**src/design/cft_pkg.sv**
```systemverilog
// ----------------------------------------------------------------------------
// cft_pkg: shared types and constants for the CSV field tokeniser
// Byte classes, token struct and output kind codes.
// ----------------------------------------------------------------------------
`timescale 1ns / 1ps

package cft_pkg;

  localparam logic [7:0] CH_QUOTE = 8'h22;
  localparam logic [7:0] CH_COMMA = 8'h2C;
  localparam logic [7:0] CH_LF    = 8'h0A;
  localparam logic [7:0] CH_CR    = 8'h0D;

  localparam logic MODE_DATA = 1'b0;
  localparam logic MODE_END  = 1'b1;

  localparam logic KIND_CHAR = 1'b0;
  localparam logic KIND_DONE = 1'b1;

  typedef enum logic [2:0] {
    OP_TEXT,
    OP_QUOTE,
    OP_COMMA,
    OP_LF,
    OP_CR,
    OP_EOI
  } op_t;

  typedef struct packed {
    op_t        op;
    logic [7:0] data;
  } tok_t;

endpackage

```
**src/design/cft_front.sv**
```systemverilog
// ----------------------------------------------------------------------------
// cft_front: input side of the tokeniser
// Accepts requests and classifies each byte into a token for the queue.
// ----------------------------------------------------------------------------
`timescale 1ns / 1ps

module cft_front (
  input  logic          in_valid,
  output logic          in_stall,
  input  logic          in_mode,
  input  logic [7:0]    in_data_byte,
  input  logic          q_full,
  output logic          q_push,
  output cft_pkg::tok_t q_tok
);

  assign in_stall = q_full;
  assign q_push   = in_valid && !q_full;

  always_comb begin
    q_tok.data = in_data_byte;
    if (in_mode == cft_pkg::MODE_END) begin
      q_tok.op = cft_pkg::OP_EOI;
    end else begin
      case (in_data_byte)
        cft_pkg::CH_QUOTE: q_tok.op = cft_pkg::OP_QUOTE;
        cft_pkg::CH_COMMA: q_tok.op = cft_pkg::OP_COMMA;
        cft_pkg::CH_LF:    q_tok.op = cft_pkg::OP_LF;
        cft_pkg::CH_CR:    q_tok.op = cft_pkg::OP_CR;
        default:           q_tok.op = cft_pkg::OP_TEXT;
      endcase
    end
  end

endmodule

```
**src/design/cft_queue.sv**
```systemverilog
// ----------------------------------------------------------------------------
// cft_queue: two-entry token queue
// Decouples the classifier from the parser so each side can stall alone.
// ----------------------------------------------------------------------------
`timescale 1ns / 1ps

module cft_queue (
  input  logic          clk,
  input  logic          rst_n,
  input  logic          push,
  input  cft_pkg::tok_t push_tok,
  input  logic          pop,
  output cft_pkg::tok_t pop_tok,
  output logic          empty,
  output logic          full
);

  cft_pkg::tok_t mem_r [2];
  logic       wr_ptr_r, wr_ptr_nxt;
  logic       rd_ptr_r, rd_ptr_nxt;
  logic [1:0] count_r, count_nxt;

  assign empty   = (count_r == 2'd0);
  assign full    = (count_r == 2'd2);
  assign pop_tok = mem_r[rd_ptr_r];

  always_comb begin
    wr_ptr_nxt = push ? ~wr_ptr_r : wr_ptr_r;
    rd_ptr_nxt = pop ? ~rd_ptr_r : rd_ptr_r;
    count_nxt  = count_r + {1'b0, push} - {1'b0, pop};
  end

  always_ff @(posedge clk) begin
    if (!rst_n) begin
      wr_ptr_r <= 1'b0;
      rd_ptr_r <= 1'b0;
      count_r  <= 2'd0;
    end else begin
      wr_ptr_r <= wr_ptr_nxt;
      rd_ptr_r <= rd_ptr_nxt;
      count_r  <= count_nxt;
    end
  end

  always_ff @(posedge clk) begin
    if (push) begin
      mem_r[wr_ptr_r] <= push_tok;
    end
  end

  a_no_pop_empty: assert property (@(posedge clk) disable iff (!rst_n)
    pop |-> !empty) else $error("queue popped while empty");

  a_no_push_full: assert property (@(posedge clk) disable iff (!rst_n)
    push |-> !full) else $error("queue pushed while full");

  a_count_range: assert property (@(posedge clk) disable iff (!rst_n)
    count_r <= 2'd2) else $error("queue count out of range");

endmodule

```
**src/design/cft_back.sv**
```systemverilog
// ----------------------------------------------------------------------------
// cft_back: parser state and result register
// Applies one token per cycle to the quote and counter state while the output register is free or being drained.
// ----------------------------------------------------------------------------
`timescale 1ns / 1ps

module cft_back #(
  parameter int CELL_BYTES   = 256,
  parameter int ROW_LIMIT    = 1024,
  parameter int COLUMN_LIMIT = 64
) (
  input  logic          clk,
  input  logic          rst_n,
  input  logic          q_empty,
  input  cft_pkg::tok_t q_tok,
  output logic          q_pop,
  output logic          out_valid,
  input  logic          out_stall,
  output logic          out_kind,
  output logic [9:0]    out_row,
  output logic [5:0]    out_column,
  output logic [7:0]    out_position,
  output logic [7:0]    out_char_byte
);

  localparam int FL_W  = $clog2(CELL_BYTES);
  localparam int ROW_W = $clog2(ROW_LIMIT + 1);
  localparam int COL_W = $clog2(COLUMN_LIMIT + 1);
  localparam logic [FL_W-1:0]  FL_MAX  = FL_W'(CELL_BYTES - 1);
  localparam logic [ROW_W-1:0] ROW_MAX = ROW_W'(ROW_LIMIT);
  localparam logic [COL_W-1:0] COL_MAX = COL_W'(COLUMN_LIMIT);

  logic             qm_r, qm_nxt;
  logic             qp_r, qp_nxt;
  logic [FL_W-1:0]  fl_r, fl_nxt;
  logic [ROW_W-1:0] row_r, row_nxt;
  logic [COL_W-1:0] col_r, col_nxt;

  logic             out_valid_r, out_valid_nxt;
  logic             out_kind_r;
  logic [9:0]       out_row_r;
  logic [5:0]       out_column_r;
  logic [7:0]       out_position_r;
  logic [7:0]       out_char_r;

  logic             advance;
  logic             in_lim;
  logic             unq;
  logic             do_keep;
  logic             do_close;
  logic             res_valid;
  logic             res_kind;
  logic [31:0]      res_pos_ext;
  logic [31:0]      row_ext;
  logic [31:0]      col_ext;

  assign advance = !out_valid_r || !out_stall;
  assign q_pop   = advance && !q_empty;
  assign in_lim  = (row_r < ROW_MAX) && (col_r < COL_MAX);
  assign row_ext = 32'(row_r);
  assign col_ext = 32'(col_r);

  always_comb begin
    qm_nxt    = qm_r;
    qp_nxt    = qp_r;
    fl_nxt    = fl_r;
    row_nxt   = row_r;
    col_nxt   = col_r;
    unq       = 1'b0;
    do_keep   = 1'b0;
    do_close  = 1'b0;
    res_valid = 1'b0;
    res_kind  = cft_pkg::KIND_CHAR;
    res_pos_ext = 32'(fl_r);

    if (q_tok.op == cft_pkg::OP_EOI) begin
      do_close = 1'b1;
    end else if (qp_r) begin
      qp_nxt = 1'b0;
      if (q_tok.op == cft_pkg::OP_QUOTE) begin
        do_keep = 1'b1;
      end else begin
        qm_nxt = 1'b0;
        unq    = 1'b1;
      end
    end else if (qm_r) begin
      if (q_tok.op == cft_pkg::OP_QUOTE) begin
        qp_nxt = 1'b1;
      end else begin
        do_keep = 1'b1;
      end
    end else begin
      unq = 1'b1;
    end

    if (unq) begin
      case (q_tok.op)
        cft_pkg::OP_QUOTE: begin
          if (fl_r == '0) begin
            qm_nxt = 1'b1;
          end else begin
            do_keep = 1'b1;
          end
        end
        cft_pkg::OP_COMMA: begin
          do_close = 1'b1;
          if (col_r < COL_MAX) begin
            col_nxt = col_r + COL_W'(1);
          end
        end
        cft_pkg::OP_LF: begin
          do_close = 1'b1;
          col_nxt  = '0;
          if (row_r < ROW_MAX) begin
            row_nxt = row_r + ROW_W'(1);
          end
        end
        cft_pkg::OP_CR: begin
        end
        default: begin
          do_keep = 1'b1;
        end
      endcase
    end

    // a full cell still parses but keeps nothing
    if (do_keep && (fl_r < FL_MAX)) begin
      fl_nxt    = fl_r + FL_W'(1);
      res_valid = in_lim;
    end

    if (do_close) begin
      fl_nxt    = '0;
      res_valid = (fl_r != '0) && in_lim;
      res_kind  = cft_pkg::KIND_DONE;
    end

    // end of input returns all parser state to reset
    if (q_tok.op == cft_pkg::OP_EOI) begin
      qm_nxt  = 1'b0;
      qp_nxt  = 1'b0;
      row_nxt = '0;
      col_nxt = '0;
    end

    out_valid_nxt = out_valid_r && out_stall;
    if (q_pop) begin
      out_valid_nxt = res_valid;
    end
  end

  always_ff @(posedge clk) begin
    if (!rst_n) begin
      qm_r        <= 1'b0;
      qp_r        <= 1'b0;
      fl_r        <= '0;
      row_r       <= '0;
      col_r       <= '0;
      out_valid_r <= 1'b0;
    end else begin
      out_valid_r <= out_valid_nxt;
      if (q_pop) begin
        qm_r  <= qm_nxt;
        qp_r  <= qp_nxt;
        fl_r  <= fl_nxt;
        row_r <= row_nxt;
        col_r <= col_nxt;
      end
    end
  end

  always_ff @(posedge clk) begin
    if (q_pop) begin
      out_kind_r     <= res_kind;
      out_row_r      <= row_ext[9:0];
      out_column_r   <= col_ext[5:0];
      out_position_r <= res_pos_ext[7:0];
      out_char_r     <= (res_kind == cft_pkg::KIND_DONE) ? 8'h00 : q_tok.data;
    end
  end

  assign out_valid     = out_valid_r;
  assign out_kind      = out_kind_r;
  assign out_row       = out_row_r;
  assign out_column    = out_column_r;
  assign out_position  = out_position_r;
  assign out_char_byte = out_char_r;

  a_pending_in_quotes: assert property (@(posedge clk) disable iff (!rst_n)
    qp_r |-> qm_r) else $error("pending quote outside quoted mode");

  a_field_bound: assert property (@(posedge clk) disable iff (!rst_n)
    fl_r <= FL_MAX) else $error("field length past cell limit");

  a_counters_sat: assert property (@(posedge clk) disable iff (!rst_n)
    (row_r <= ROW_MAX) && (col_r <= COL_MAX)) else $error("counter past limit");

  a_eoi_resets: assert property (@(posedge clk) disable iff (!rst_n)
    (q_pop && (q_tok.op == cft_pkg::OP_EOI)) |=>
      (fl_r == '0) && !qm_r && !qp_r && (row_r == '0) && (col_r == '0))
    else $error("end of input left state behind");

endmodule

```
**src/design/csv_field_tokenizer.sv**
```systemverilog
// ----------------------------------------------------------------------------
// csv_field_tokenizer: streaming CSV cell tokeniser
// Splits a byte stream into cell characters and cell-complete markers.
// ----------------------------------------------------------------------------
// Usage:
//   Input channel (in_valid / in_stall): one request per byte, in_mode = 0
//   with the byte on in_data_byte, or in_mode = 1 to mark end of input.
//   Output channel (out_valid / out_stall): a request per kept cell
//   character (out_kind = 0) or per finished non-empty cell (out_kind = 1,
//   out_position = cell length), both only inside the row/column limits.
//   Bytes that yield nothing produce no request.
//   Throughput: one byte per cycle while the output is not stalled; the
//   parser applies one token per cycle while the output register is free.
//   An accepted byte is first written into the queue; the parser then pops
//   it and loads its result into the output register.
//   Stall: out_stall holds the output register; the two-entry queue absorbs
//   in-flight bytes and in_stall rises when it is full.
//   Reset: rst_n low (synchronous) empties the queue, clears quote state,
//   field length and row/column counters. An end-of-input request does the
//   same for the parser state after flushing the last cell.
// ----------------------------------------------------------------------------
`timescale 1ns / 1ps

module csv_field_tokenizer #(
  parameter int CELL_BYTES   = 256,
  parameter int ROW_LIMIT    = 1024,
  parameter int COLUMN_LIMIT = 64
) (
  input  logic       clk,
  input  logic       rst_n,
  input  logic       in_valid,
  output logic       in_stall,
  input  logic       in_mode,
  input  logic [7:0] in_data_byte,
  output logic       out_valid,
  input  logic       out_stall,
  output logic       out_kind,
  output logic [9:0] out_row,
  output logic [5:0] out_column,
  output logic [7:0] out_position,
  output logic [7:0] out_char_byte
);

  // classified tokens flow front -> queue -> back
  cft_pkg::tok_t push_tok;
  cft_pkg::tok_t pop_tok;
  logic          q_push;
  logic          q_pop;
  logic          q_empty;
  logic          q_full;

  cft_front u_front (
    .in_valid     (in_valid),
    .in_stall     (in_stall),
    .in_mode      (in_mode),
    .in_data_byte (in_data_byte),
    .q_full       (q_full),
    .q_push       (q_push),
    .q_tok        (push_tok)
  );

  cft_queue u_queue (
    .clk      (clk),
    .rst_n    (rst_n),
    .push     (q_push),
    .push_tok (push_tok),
    .pop      (q_pop),
    .pop_tok  (pop_tok),
    .empty    (q_empty),
    .full     (q_full)
  );

  // parser pops a queued token whenever the output register is free or being drained
  cft_back #(
    .CELL_BYTES   (CELL_BYTES),
    .ROW_LIMIT    (ROW_LIMIT),
    .COLUMN_LIMIT (COLUMN_LIMIT)
  ) u_back (
    .clk           (clk),
    .rst_n         (rst_n),
    .q_empty       (q_empty),
    .q_tok         (pop_tok),
    .q_pop         (q_pop),
    .out_valid     (out_valid),
    .out_stall     (out_stall),
    .out_kind      (out_kind),
    .out_row       (out_row),
    .out_column    (out_column),
    .out_position  (out_position),
    .out_char_byte (out_char_byte)
  );

endmodule

```
**config.mk**
```make
export PLATFORM = sky130hd
export DESIGN_NAME = csv_field_tokenizer
export DESIGN_NICKNAME = d
export VERILOG_FILES = /design/src/design/cft_pkg.sv /design/src/design/cft_front.sv /design/src/design/cft_queue.sv /design/src/design/cft_back.sv /design/src/design/csv_field_tokenizer.sv
export SDC_FILE = /design/constraint.sdc
export NUM_CORES = 1
export LEC_CHECK = 0
export BUFFER_PORTS_ARGS = -buffer_cell sky130_fd_sc_hd__buf_4
export CAP_MARGIN = 5
export CELL_PAD_IN_SITES_DETAIL_PLACEMENT = 1
export CELL_PAD_IN_SITES_GLOBAL_PLACEMENT = 2
export CORE_AREA = 2 2 102 104
export DETAILED_ROUTE_END_ITERATION = 12
export DIE_AREA = 0 0 104 106
export GPL_ROUTABILITY_DRIVEN = 0
export PLACE_DENSITY = 0.75
export SKIP_LAST_GASP = 1
export SLEW_MARGIN = 20
export SYNTH_ARGS = -nofsm -noshare
export SYNTH_HDL_FRONTEND = slang
export SYNTH_SLANG_ARGS = --single-unit
export TNS_END_PERCENT = 5
```
**constraint.sdc**
```tcl
create_clock -name clk -period 3.97 [get_ports clk]
set_clock_uncertainty 0.1 [all_clocks]
set_input_delay 0.794 -clock clk [delete_from_list [all_inputs] [get_ports clk]]
set_output_delay 0.794 -clock clk [all_outputs]
set_load 0.05 [all_outputs]
```
==> results list, run 1 <==
- Post-layout min period: about 3 ns
* Cell Int Power: 1.90 mW
* Post-synth cell types: between 60 and 70
- The number of pins with negative max-slew slack in the final report came to 0.
- Detailed routing inserted a total of approximately 2.6k vias.
- Total of endpoints with negative setup slack in the final report: 0
- Category of cells accounting for the largest share of critical-path delay: compound AO/OA/AOI/OAI gates
* EDFF count, synth: 55
- Netlist area before placement: between 0.003 and 0.004 mm²
* Number of remaining DRC errors: 0
* Die area: roughly 0.011 mm²
- The worst setup path is of the reg -> reg kind.
- Power density of the placed cells: 743 mW/mm²
- After layout, the design draws a total of around 3.3 mW.
* Vias per Instance: approximately 5.2
- Placement row count: 37
- In this run, flip-flops and latches consume 42.0% of the power.
* Unrepaired setup endpoints after global routing: false
- Counting every net in the synthesized netlist gives between 300 and 400.
- Combined area of the multi-input logic cells: 0.00139 mm²
- Combinational cells account for between 40% and 50% of the total power.
* Relative area change from synthesis to final layout: 17.3%
* Source-to-sink clock delay at the later pin of the worst-skew pair: 0.36 ns
- Static leakage power: roughly 1.6 nW
- The initial antenna violation count is 0.
- Psw: between 1 and 1.5 mW
* Post-detailed-placement half-perimeter wirelength: ~5.7 mm
- Worst hold path cell count: 0
- In this run the standard cell core region covers 0.0100 mm².
* Final Routed Wirelength: about 8 mm
- Cell count after placement: ~490
- Of all flip-flops after synthesis, the portion carrying an async set or reset was 0%.
* Global-route wire length before repair: around 13 mm
- Post-layout nets: approximately 380
- Once the floorplan was initialized, standard cells occupied about two fifths of the core.
- Synthesis handed over a netlist of around 310 instances.
- On the worst path, the slowest cell contributes a delay of 0.94 ns.
- Net switching is a little over two fifths of the power.
- WHS Endpoint: u_back.out_row[9]$_DFFE_PP_
- First drt pass iteration count: 4
* Result of the run: finished clean
* Root cell of the clock tree: clkbuf_8
* Post-cts gate resize count: 0
- TritonCTS clock tree: built
- # Max-Cap Violations: 0
- In this run the worst path has a maximum fanout of 22.
- Total routing usage reported by global routing: between 10% and 20%
* Post-Route Setup TNS: 0 ns
* Number of sinks on the clock net: just under 90
* Synth warnings: 0
* Worst r2r path cells: 6
- Data required time at the worst endpoint: slightly above 4 ns
* Type of the worst min-delay path: reg -> reg
- The first routing iteration left 113 violations.
* Critical Path End Type: register
* Count of nets left with antenna violations after detail routing: 0
* Final hold vios: 0
- STA classifies the critical path startpoint as a register.
- Counting the fill cells in the layout gives around 1.1k.
- R2r setup slk: a little under 0.9 ns
* Number of flip-flops and latches in the synthesized netlist: approximately 90
* Pin slew with the least headroom to its limit: 0.926 ns
- Number of buffers created by CTS: 9
* Buf/Inv on CP: 1
- Post-synth top flop: edfxtp_1
- Height of the die: 106 µm
* Average instance area after synthesis: between 10 and 15 µm²
- Number of global-route vias before repair: around 2.7k
- Postcts setup bufs: 0
- Cell chain of the critical path: nand3b_1, a2111oi_4, nor2_1, inv_1, a211oi_1, o221a_2
- The H-tree was split into 3 levels.
- The worst hold path begins at u_back.row_r[9]$_SDFFE_PN0P_.
* End of the worst register-to-register path: u_back.out_valid$_SDFF_PN0_
- In the final layout, the share of cells above drive strength 1 is 19.8%.
- Die span in x: about 100 µm
- Peak supply drop: around 270 µV
- Pin placement for this block handled 48 I/O pins.
- Share of power burned in the clock network: roughly 16%
- Clock-pin slew was measured on the worst setup and hold paths at 0.08 ns.
- Largest net degree at the start of global routing: slightly above 40
- Summing all flip-flop and latch instances after layout gives ~0.0023 mm².
- Sequential cells were found to cover 61.1% of the synthesized design area.
- The number of hold buffers added after CTS was 0.
* Number of antenna cells inserted: 0
* Fmax: about 320 MHz
- Period utilization: 77.8%
- Relative slew slack: around two fifths
- On the critical path, the stage with the largest delay is an instance of dfxtp_1.
* Global-route congestion overflow total: 0
- The count of buffers added on input and output ports is 47.
- Non-filler cells, final: between 500 and 600
* Number of buffers between clock root and the deepest sink: 2
- Routed WL per cell: approximately 16 µm
- Worst EP arrival: about 3.2 ns
stage by stage:
stage	utilization (%)	hold WS, ns	setup slack [ns]	area [µm²]
after floorplan	-	0.330	0.731	3810
after global placement	43.0	0.343	0.986	4300
after detailed placement	43.1	0.351	0.876	4310
after CTS	44.7	0.371	0.881	4470
after global routing	44.7	0.387	0.603	4470
final	44.7	0.365	0.883	4470
registers in the layout (all words and copies together) (netlist names), named ones only:
name,count
u_queue.mem_r,22
u_back.row_r,11
u_back.out_row,10
u_back.fl_r,8
u_back.out_char_byte,8
u_back.out_position,8
u_back.col_r,7
u_back.out_column,6
u_queue.count_r,2
u_back.out_kind,1
u_back.out_valid,1
u_back.qm_r,1
u_back.qp_r,1
u_queue.rd_ptr_r,1
u_queue.wr_ptr_r,1
kinds of logic after synthesis:
kind of cell	count (synthesis)	share of synthesized area (%)
xor+xnor	6	1.38
simple gates	111	16.6
mux	19	5.02
buf+inv	24	2.66
flops	89	61.1
fa+ha+maj	6	1.97
compound gates	58	11.3
worst max-delay path by stage:
stage,end,slack [ns],depth (start not counted),startpoint
2_1_floorplan,u_queue.count_r[1]$_SDFF_PN0_,0.73,8,out_stall
3_3_place_gp,u_back.row_r[6]$_SDFFE_PN0P_,0.99,6,out_stall
3_5_place_dp,u_back.out_valid$_SDFF_PN0_,0.88,6,register
4_1_cts,u_back.out_valid$_SDFF_PN0_,0.88,6,register
5_1_grt,u_back.out_valid$_SDFF_PN0_,0.60,6,register
6_report,u_back.out_valid$_SDFF_PN0_,0.88,6,register
cell usage in the layout (no fill, tap or decap), types with 3 or more instances in the layout:
master      instances
edfxtp_1           55
buf_4              48
dfxtp_1            34
nor2_1             20
nand2_1            18
mux2i_1            18
inv_1              15
nand3_1            12
o21ai_0            12
a21oi_1            12
or3_1              12
clkbuf_8            9
nand2b_1            6
ha_1                6
nor4_1              5
nor3_1              5
xor2_1              4
nand4_1             4
a21boi_0            4
clkinv_1            3
nand4b_1            3
and3_1              3
o21a_1              3
or4_1               3
o21bai_1            3
nor3b_1             3
a32o_1              3
clkinvlp_4          3
worst register-to-register path: stages (launching register included):
cell	delay, ns
dfxtp_1	0.94
nand3b_1	0.35
a2111oi_4	0.72
nor2_1	0.15
inv_1	0.31
a211oi_1	0.13
o221a_2	0.29
power by group through the flow:
stage	registers [mW]	clock network [mW]	logic [mW]
floorplan	1.92	0	0.505
global placement	1.41	0	1.40
detailed placement	1.42	0	1.42
CTS	1.40	0.544	1.42
global route	1.42	0.571	1.50
finish	1.39	0.524	1.41
routing by layer:
| metal | GRT usage (%) | vias up | share of wire [%] |
|---|---|---|---|
| met5 | 0 | - | 0 |
| met4 | 8.49 | 0 | 2.5 |
| met3 | 2.45 | 16 | 2.6 |
| met2 | 25.1 | 39 | 48 |
| met1 | 19.1 | 1268 | 47 |
| li1 | - | 1289 | - |
Yosys cell counts (2+ instances only):
library cell / instances / share of area [%]
or4_1: 3 / 0.59
or3_1: 12 / 2.0
or4b_1: 2 / 0.52
nand4_1: 4 / 0.66
nor2b_1: 2 / 0.33
and2_1: 2 / 0.33
nand2b_1: 6 / 0.98
xor2_1: 4 / 0.92
o21a_1: 3 / 0.59
a21oi_1: 12 / 1.6
or2_2: 2 / 0.33
a32o_1: 3 / 0.79
o21ai_0: 12 / 1.6
mux2i_1: 18 / 4.7
a21boi_0: 4 / 0.79
nor2_1: 20 / 2.0
o21bai_1: 3 / 0.59
and3_1: 3 / 0.49
nand3b_1: 2 / 0.39
inv_1: 15 / 1.5
nor4_1: 5 / 0.82
ha_1: 6 / 2.0
a211oi_1: 2 / 0.39
clkbuf_1: 2 / 0.20
dfxtp_1: 34 / 18
edfxtp_1: 55 / 43
buf_2: 3 / 0.39
nor3_1: 5 / 0.66
nand3_1: 12 / 1.6
nand4b_1: 3 / 0.69
and4b_1: 2 / 0.52
buf_1: 2 / 0.20
nand2_1: 18 / 1.8
o22ai_1: 2 / 0.33
xnor2_1: 2 / 0.46
nor3b_1: 3 / 0.59
layout make-up:
class / instances / share of cell area (%)
sequential: 89 / 52.1
multi-input combinational: 200 / 31.0
timing repair buffer: 48 / 8.06
tap: 136 / 3.80
clock buffer: 10 / 2.85
inverter: 16 / 1.34
clock inverter: 6 / 0.783
Power figures use the tool's default switching activity.
==> inputs of run 2 (changes only) <==
--- a/config.mk
+++ b/config.mk
@@ -9,11 +9,11 @@
 export CAP_MARGIN = 5
 export CELL_PAD_IN_SITES_DETAIL_PLACEMENT = 1
 export CELL_PAD_IN_SITES_GLOBAL_PLACEMENT = 2
-export CORE_AREA = 2 2 102 104
+export CORE_AREA = 2 2 108 110
 export DETAILED_ROUTE_END_ITERATION = 12
-export DIE_AREA = 0 0 104 106
+export DIE_AREA = 0 0 110 112
 export GPL_ROUTABILITY_DRIVEN = 0
-export PLACE_DENSITY = 0.75
+export PLACE_DENSITY = 0.71
 export SKIP_LAST_GASP = 1
 export SLEW_MARGIN = 20
 export SYNTH_ARGS = -nofsm -noshare
==> constraint.sdc (replaced) <==
create_clock -name clk -period 2.83 [get_ports clk]
set_clock_uncertainty 0.1 [all_clocks]
set_input_delay 0.566 -clock clk [delete_from_list [all_inputs] [get_ports clk]]
set_output_delay 0.566 -clock clk [all_outputs]
set_load 0.05 [all_outputs]
==> results list, run 2 (synthesized netlist as in run 1, its figures left out) <==
- The post-route setup TNS is 0 ns (unchanged).
* Number of slew-limit violations in the final report: 0 (unchanged)
- Ratio of cells with drive above 1 in the final layout: 22.4% (+2.6 points)
- Cell chain of the critical path: and4b_1, a2111oi_4, buf_4, a211oi_1, nand2b_1, mux2i_1
* Peak supply drop: 375 µV (+37%)
- For this design, the slowest cell found on the critical path is a211oi_1.
- Clock transition at the register clock pins on the worst setup and hold paths after CTS: 0.06 ns (-0.02 ns)
- Global-route congestion overflow total: 0 (unchanged)
* Postcts setup bufs: 0 (unchanged)
- Category of cells accounting for the largest share of critical-path delay: compound AO/OA/AOI/OAI gates
- Max incr delay on CP: 0.78 ns (-0.16 ns)
- The hold-fix buffer count after cts came to 0 (unchanged).
- TritonCTS built the clock tree.
- The via count of the first global-routing pass is 2696 (+0.82%).
- Height of the die: 112 µm (+5.7%)
- STA classifies the critical path endpoint as a register.
- Area of the core region: 0.0112 mm² (+12%)
* Source-to-sink clock delay at the later pin of the worst-skew pair: 0.34 ns (-0.02 ns)
* Worst setup margin: 0.388 ns (-0.495 ns)
- The worst setup path is of the reg -> reg kind.
- Fmax: 409 MHz (+26%)
* Placement row count: 39 (+5.4%)
* Max reg flops: 22 (unchanged)
* Number of antenna violations at the first check in global routing: 0 (unchanged)
- The hold violation count in the final report came to 0 (unchanged).
- Commonest non-fill, non-tap cell in the layout: buf_4
- The pin count of the biggest net entering global routing was 32 (-22%).
- The die width came to 110 µm (+5.8%).
- The initial core utilization was 34.1% (-4.0 points).
* Number of I/O pins: 48 (unchanged)
- Relative slew slack: 39.5% (+1.3 points)
- The overall power is 5.27 mW (+59%).
* Buf/Inv on CP: 1 (unchanged)
- The detailed router's first-iteration violation count is 67 (-41%).
- The endpoint arrival time on the critical path was 2.60 ns (-0.64 ns).
- The share of the cycle needed by the critical path after routing was 86.3% (+8.5 points).
- Number of remaining DRC errors: 0 (unchanged)
- The number of violations of the max-capacitance limit is 0 (unchanged).
- Number of buffers between clock root and the deepest sink: 2 (unchanged)
- Vias per Instance: 5.02 (-2.9%)
- Power density of the placed cells: 1120 mW/mm² (+51%)
* Total number of vias: 2621 (+0.34%)
* Number of buffers created by CTS: 9 (unchanged)
- The final-stage net count came to 393 (+2.6%).
* Count of port buffers added during placement: 47 (unchanged)
* Most used cells in the layout excluding fill and tap cells: buf_4, edfxtp_1, dfxtp_1
* Number of antenna cells inserted: 0 (unchanged)
- Routed WL per cell: 15.3 µm (-1.2%)
- The die area was 0.0123 mm² (+12%).
* Post-detailed-placement half-perimeter wirelength: 5.77 mm (+2.1%)
* Data required time at the worst endpoint: 2.99 ns (-1.13 ns)
- The measured slew at the worst slew-check pin came to 0.902 ns (-0.0237 ns).
- Compared with the post-synthesis result, the final layout area differs by 23.4%.
- The global-route total usage across every layer came to 14.1% (-1.1 points).
- Worst Setup Slack post-DPL: 0.377 ns (-0.499 ns)
- Global-route wire length before repair: 13.4 mm (+1.1%)
- Post-layout min period: 2.44 ns (-0.645 ns)
* Register with the most flip-flops: u_queue.mem_r
- Highest fanout seen on the critical path: 14 (-36%)
* Unrepaired setup endpoints after global routing: false
- The total iterations of the first detailed-routing run came to 4 (unchanged).
- Final Routed Wirelength: 8.01 mm (+2.1%)
- Root cell of the clock tree: clkbuf_16
* Number of sinks on the clock net: 89 (unchanged)
* CP Launch Type: register
- Result of the run: finished clean
* Static leakage power: 1.75 nW (+8.1%)
- Total of endpoints with negative setup slack in the final report: 0 (unchanged)
- The number of nets still failing antenna checks after routing is 0 (unchanged).
- Type of the worst min-delay path: in -> reg
* Maximum level of the CTS H-tree: 3 (unchanged)
* Post-cts gate resize count: 0 (unchanged)
run 2: cell count changes in the layout (fill, tap and decap cells not counted), sizes merged:
| cell | before | now |
|---|---|---|
| buf | 48 | 58 |
| clkbuf | 10 | 9 |
| bufinv | 0 | 2 |
| inv | 15 | 16 |
| clkinvlp | 3 | 1 |
run 2: cell type report:
type,instances,area (µm²)
clock buffer,9,225
clock inverter,7,93.8
fill,1192,6470
inverter,16,61.3
multi-input combinational,200,1380
sequential,89,2330
tap,143,179
timing repair buffer,58,435
run 2: final timing paths:
check	start	to	slack, ns	cells past startpoint
worst min-delay path	in_data_byte[4]	u_queue.mem_r[0][4]$_DFFE_PP_	0.33	1
worst max register to register	register	u_back.fl_r[4]$_SDFFE_PN0P_	0.39	6
worst max-delay path	register	u_back.fl_r[4]$_SDFFE_PN0P_	0.39	6
worst min register to register	u_back.row_r[9]$_SDFFE_PN0P_	u_back.row_r[9]$_SDFFE_PN0P_	0.39	2
run 2: where the power goes:
group          internal (mW)  leakage, nW  switching, mW
Sequential              1.78        0.811          0.150
Combinational          0.633        0.787           1.44
Clock                  0.773        0.153          0.489
Total                   3.19         1.75           2.08
run 2: per-layer routing:
layer,up-vias,GRT usage (%),wire (µm)
met2,41,21.8,3830
met1,1262,18.8,3780
met4,0,6.08,155
met3,11,3.16,238
li1,1307,-,-
met5,-,0,0
run 2: metrics by stage:
stage	instances	utilization, %	cell area [µm²]	hold WS (ns)
6_report	522	42.1	4710	0.331
3_3_place_gp	506	39.3	4390	0.344
3_5_place_dp	506	39.3	4390	0.365
5_1_grt	522	42.1	4710	0.324
4_1_cts	522	42.1	4710	0.323
2_1_floorplan	313	-	3820	0.330
==> inputs of run 3 (changes only) <==
==> constraint.sdc (replaced) <==
create_clock -name clk -period 2.15 [get_ports clk]
set_clock_uncertainty 0.1 [all_clocks]
set_input_delay 0.43 -clock clk [delete_from_list [all_inputs] [get_ports clk]]
set_output_delay 0.43 -clock clk [all_outputs]
set_load 0.05 [all_outputs]
==> results list, run 3 (synthesized netlist as in run 1, its figures left out) <==
- The total clock buffers created by CTS was 9 (unchanged).
- The worst hold path belongs to the class in -> reg.
- The final-stage net count came to 426 (+8.4%).
* Initial drt markers: 114 (+70%)
- Number of buffers between clock root and the deepest sink: 2 (unchanged)
- Startpoint of the lowest-slack register-to-register path: u_queue.mem_r[0][9]$_DFFE_PP_
- Buf/Inv on CP: 1 (unchanged)
* Height of the die: 112 µm (unchanged)
- End of the worst register-to-register path: u_back.fl_r[6]$_SDFFE_PN0P_
- The die width was 110 µm (unchanged).
- Source-to-sink clock delay at the later pin of the worst-skew pair: 0.34 ns (about the same)
- Largest net degree at the start of global routing: 27 (-16%)
* Number of antenna violations at the first check in global routing: 0 (unchanged)
* Static leakage power: 1.91 nW (+9.3%)
- Count of port buffers added during placement: 47 (unchanged)
- The number of cells on the critical path came to 6 (unchanged).
- The worst slack at placement came to -0.104 ns (-0.481 ns).
* Worst hold path cell count: 1 (unchanged)
- The summed area of non-filler cells in the final layout came to 0.00501 mm² (+6.4%).
* Number of I/O pins: 48 (unchanged)
* Most used cells in the layout excluding fill and tap cells: buf_4, edfxtp_1, dfxtp_1
* Vias per Instance: 4.98 (-0.85%)
- The worst slew slack as a fraction of its limit was 65.0% (+26 points).
- The hold-fix buffer count after cts came to 0 (unchanged).
- Post-detailed-placement half-perimeter wirelength: 6.23 mm (+8.0%)
- Initial standard-cell utilization of the core: 34.1% (unchanged)
* Root cell of the clock tree: clkbuf_16
- The hold violation count in the final report came to 0 (unchanged).
- The slack of the worst reg-to-reg path came to -0.03 ns (-0.42 ns).
- The number of antenna cells inserted came to 0 (unchanged).
- Cell with the largest stage delay on the worst path: or4b_1
- The critical path in this run is classified as reg -> reg.
* Cell chain of the critical path: and4bb_2, a2111oi_4, buf_12, or4b_1, or3_1, a21boi_1
- Placement row count: 39 (unchanged)
- The total power divided by cell area is 1430 mW/mm² (+28%).
* Fmax: 459 MHz (+12%)
- The flip-flop count of the largest register after layout is 22 (unchanged).
- Violations in the final reports: negative setup slack
* Final Routed Wirelength: 8.56 mm (+6.9%)
- The wire length of the first global-routing pass is 14.1 mm (+5.4%).
- The measured slew at the worst slew-check pin is 0.520 ns (-0.382 ns).
- The floorplan core area was 0.0112 mm² (unchanged).
- Result of the run: complete, but fails checks
- CP Launch Type: register
* Unrepaired setup endpoints after global routing: true
- TritonCTS clock tree: built
* Worst setup margin: -0.0295 ns (-0.417 ns)
- The peak supply drop is 526 µV (+40%).
* Die area: 0.0123 mm² (unchanged)
* Hold_ws: 0.190 ns (-0.142 ns)
- First drt pass iteration count: 6 (+2)
* Worst r2r path cells: 6 (unchanged)
- For hold timing, the worst endpoint is u_queue.mem_r[1][6]$_DFFE_PP_.
* Number of remaining DRC errors: 0 (unchanged)
- Period utilization: 101% (+15 points)
- The maximum level of the CTS H-tree came to 3 (unchanged).
* Number of slew-limit violations in the final report: 0 (unchanged)
* Commonest non-fill, non-tap cell in the layout: buf_4
- The CTS sink count was 89 (unchanged).
- The total of fill cells in the finished design is 1203 (+0.92%).
* Category of cells accounting for the largest share of critical-path delay: simple AND/OR/NAND/NOR gates
- Routed WL per cell: 15.4 µm (+0.56%)
* Highest fanout seen on the critical path: 8 (-6)
- Compared with the post-synthesis result, the final layout area differs by 31.4%.
* Critical Path End Type: register
- The number of nets still failing antenna checks after routing was 0 (unchanged).
* Ratio of cells with drive above 1 in the final layout: 31.6% (+9.1 points)
- Total number of vias: 2763 (+5.4%)
* Max incr delay on CP: 0.52 ns (-0.26 ns)
* Post-layout min period: 2.18 ns (-0.263 ns)
- Placed cell area: 0.00465 mm² (+5.8%)
* Total of endpoints with negative setup slack in the final report: 5 (+5)
- The via count of the first global-routing pass is 2850 (+5.7%).
- Total routing usage reported by global routing: 14.9% (+0.77 points)
- The endpoint arrival time on the critical path is 2.35 ns (-0.25 ns).
- Hold path startpoint: in_data_byte[6]
- The total congestion overflow was 0 (unchanged).
- Clock transition at the register clock pins on the worst setup and hold paths after CTS: 0.07 ns (about the same)
- u_queue.mem_r holds more flip-flops than any other register.
- The number of violations of the max-capacitance limit is 0 (unchanged).
- Data required time at the worst endpoint: 2.32 ns (-0.67 ns)
==> run 3: cell count changes in the layout (fill, tap and decap cells not counted), moves of 2 or more <==
cell      delta
dfxtp_1      -3
inv_6        +2
nor4_1       -3
clkinv_2     -2
dfxtp_2      +3
a21boi_0     -3
a21boi_1     +3
o21ai_0      -2
nor4_2       +3
buf_4       +31
==> run 3: what timing repair did <==
action,in CTS,in global routing
setup buffers,2,0
pin swaps,5,2
gates resized for setup,12,4
setup endpoints to repair,32,31
==> run 3: per-layer routing <==
layer | wire length (µm) | part of all wire (%) | GRT usage (%)
met1 | 4050 | 47 | 19.9
met2 | 4080 | 48 | 23.5
met3 | 257 | 3.0 | 3.22
met4 | 169 | 2.0 | 5.57
met5 | 0 | 0 | 0
==> run 3: worst register-to-register path: cells and delay by family, from the launching register on <==
family,cells,cell delay [ns]
simple gates,3,1.22
buf+inv,1,0.17
compound gates,2,0.22
flops,1,0.40
==> run 3: power breakdown <==
part	internal (mW)	switching (mW)
clock	0.915	0.666
combinational	1.04	2.03
sequential	2.35	0.160
total	4.31	2.85
==> run 3: worst max-delay path by stage <==
stage                                   startpoint                            to  slack [ns]
finish               u_queue.mem_r[0][9]$_DFFE_PP_   u_back.fl_r[6]$_SDFFE_PN0P_       -0.03
detailed placement        u_back.qp_r$_SDFFE_PN0P_   u_back.fl_r[5]$_SDFFE_PN0P_       -0.10
global placement    u_queue.mem_r[0][10]$_DFFE_PP_  u_back.row_r[6]$_SDFFE_PN0P_       -0.07
global route         u_queue.mem_r[0][9]$_DFFE_PP_   u_back.fl_r[6]$_SDFFE_PN0P_       -0.13
floorplan              u_back.fl_r[0]$_SDFFE_PN0P_   u_back.out_valid$_SDFF_PN0_       -0.02
CTS                 u_queue.mem_r[0][10]$_DFFE_PP_  u_back.col_r[3]$_SDFFE_PN0P_       -0.03
==> run 3: through the flow <==
step,util [%],TNS [ns],std cells,power [mW]
final,44.8,-0.0925,555,7.16
after global routing,44.8,-2.32,555,7.52
after global placement,41.6,-0.434,537,5.53
after floorplan,-,-0.0190,313,4.49
after CTS,44.6,-0.161,555,7.24
after detailed placement,41.6,-1.44,537,5.60
==> run 3: area by class of cell <==
type | count | area [µm²] | share of cell area (%)
Timing Repair Buffer | 91 | 699 | 14.0
Multi-Input combinational cell | 200 | 1430 | 28.5
Tap cell | 143 | 179 | 3.57
Clock inverter | 6 | 72.6 | 1.45
Inverter | 16 | 65.1 | 1.30
Sequential cell | 89 | 2340 | 46.6
Clock buffer | 10 | 229 | 4.57
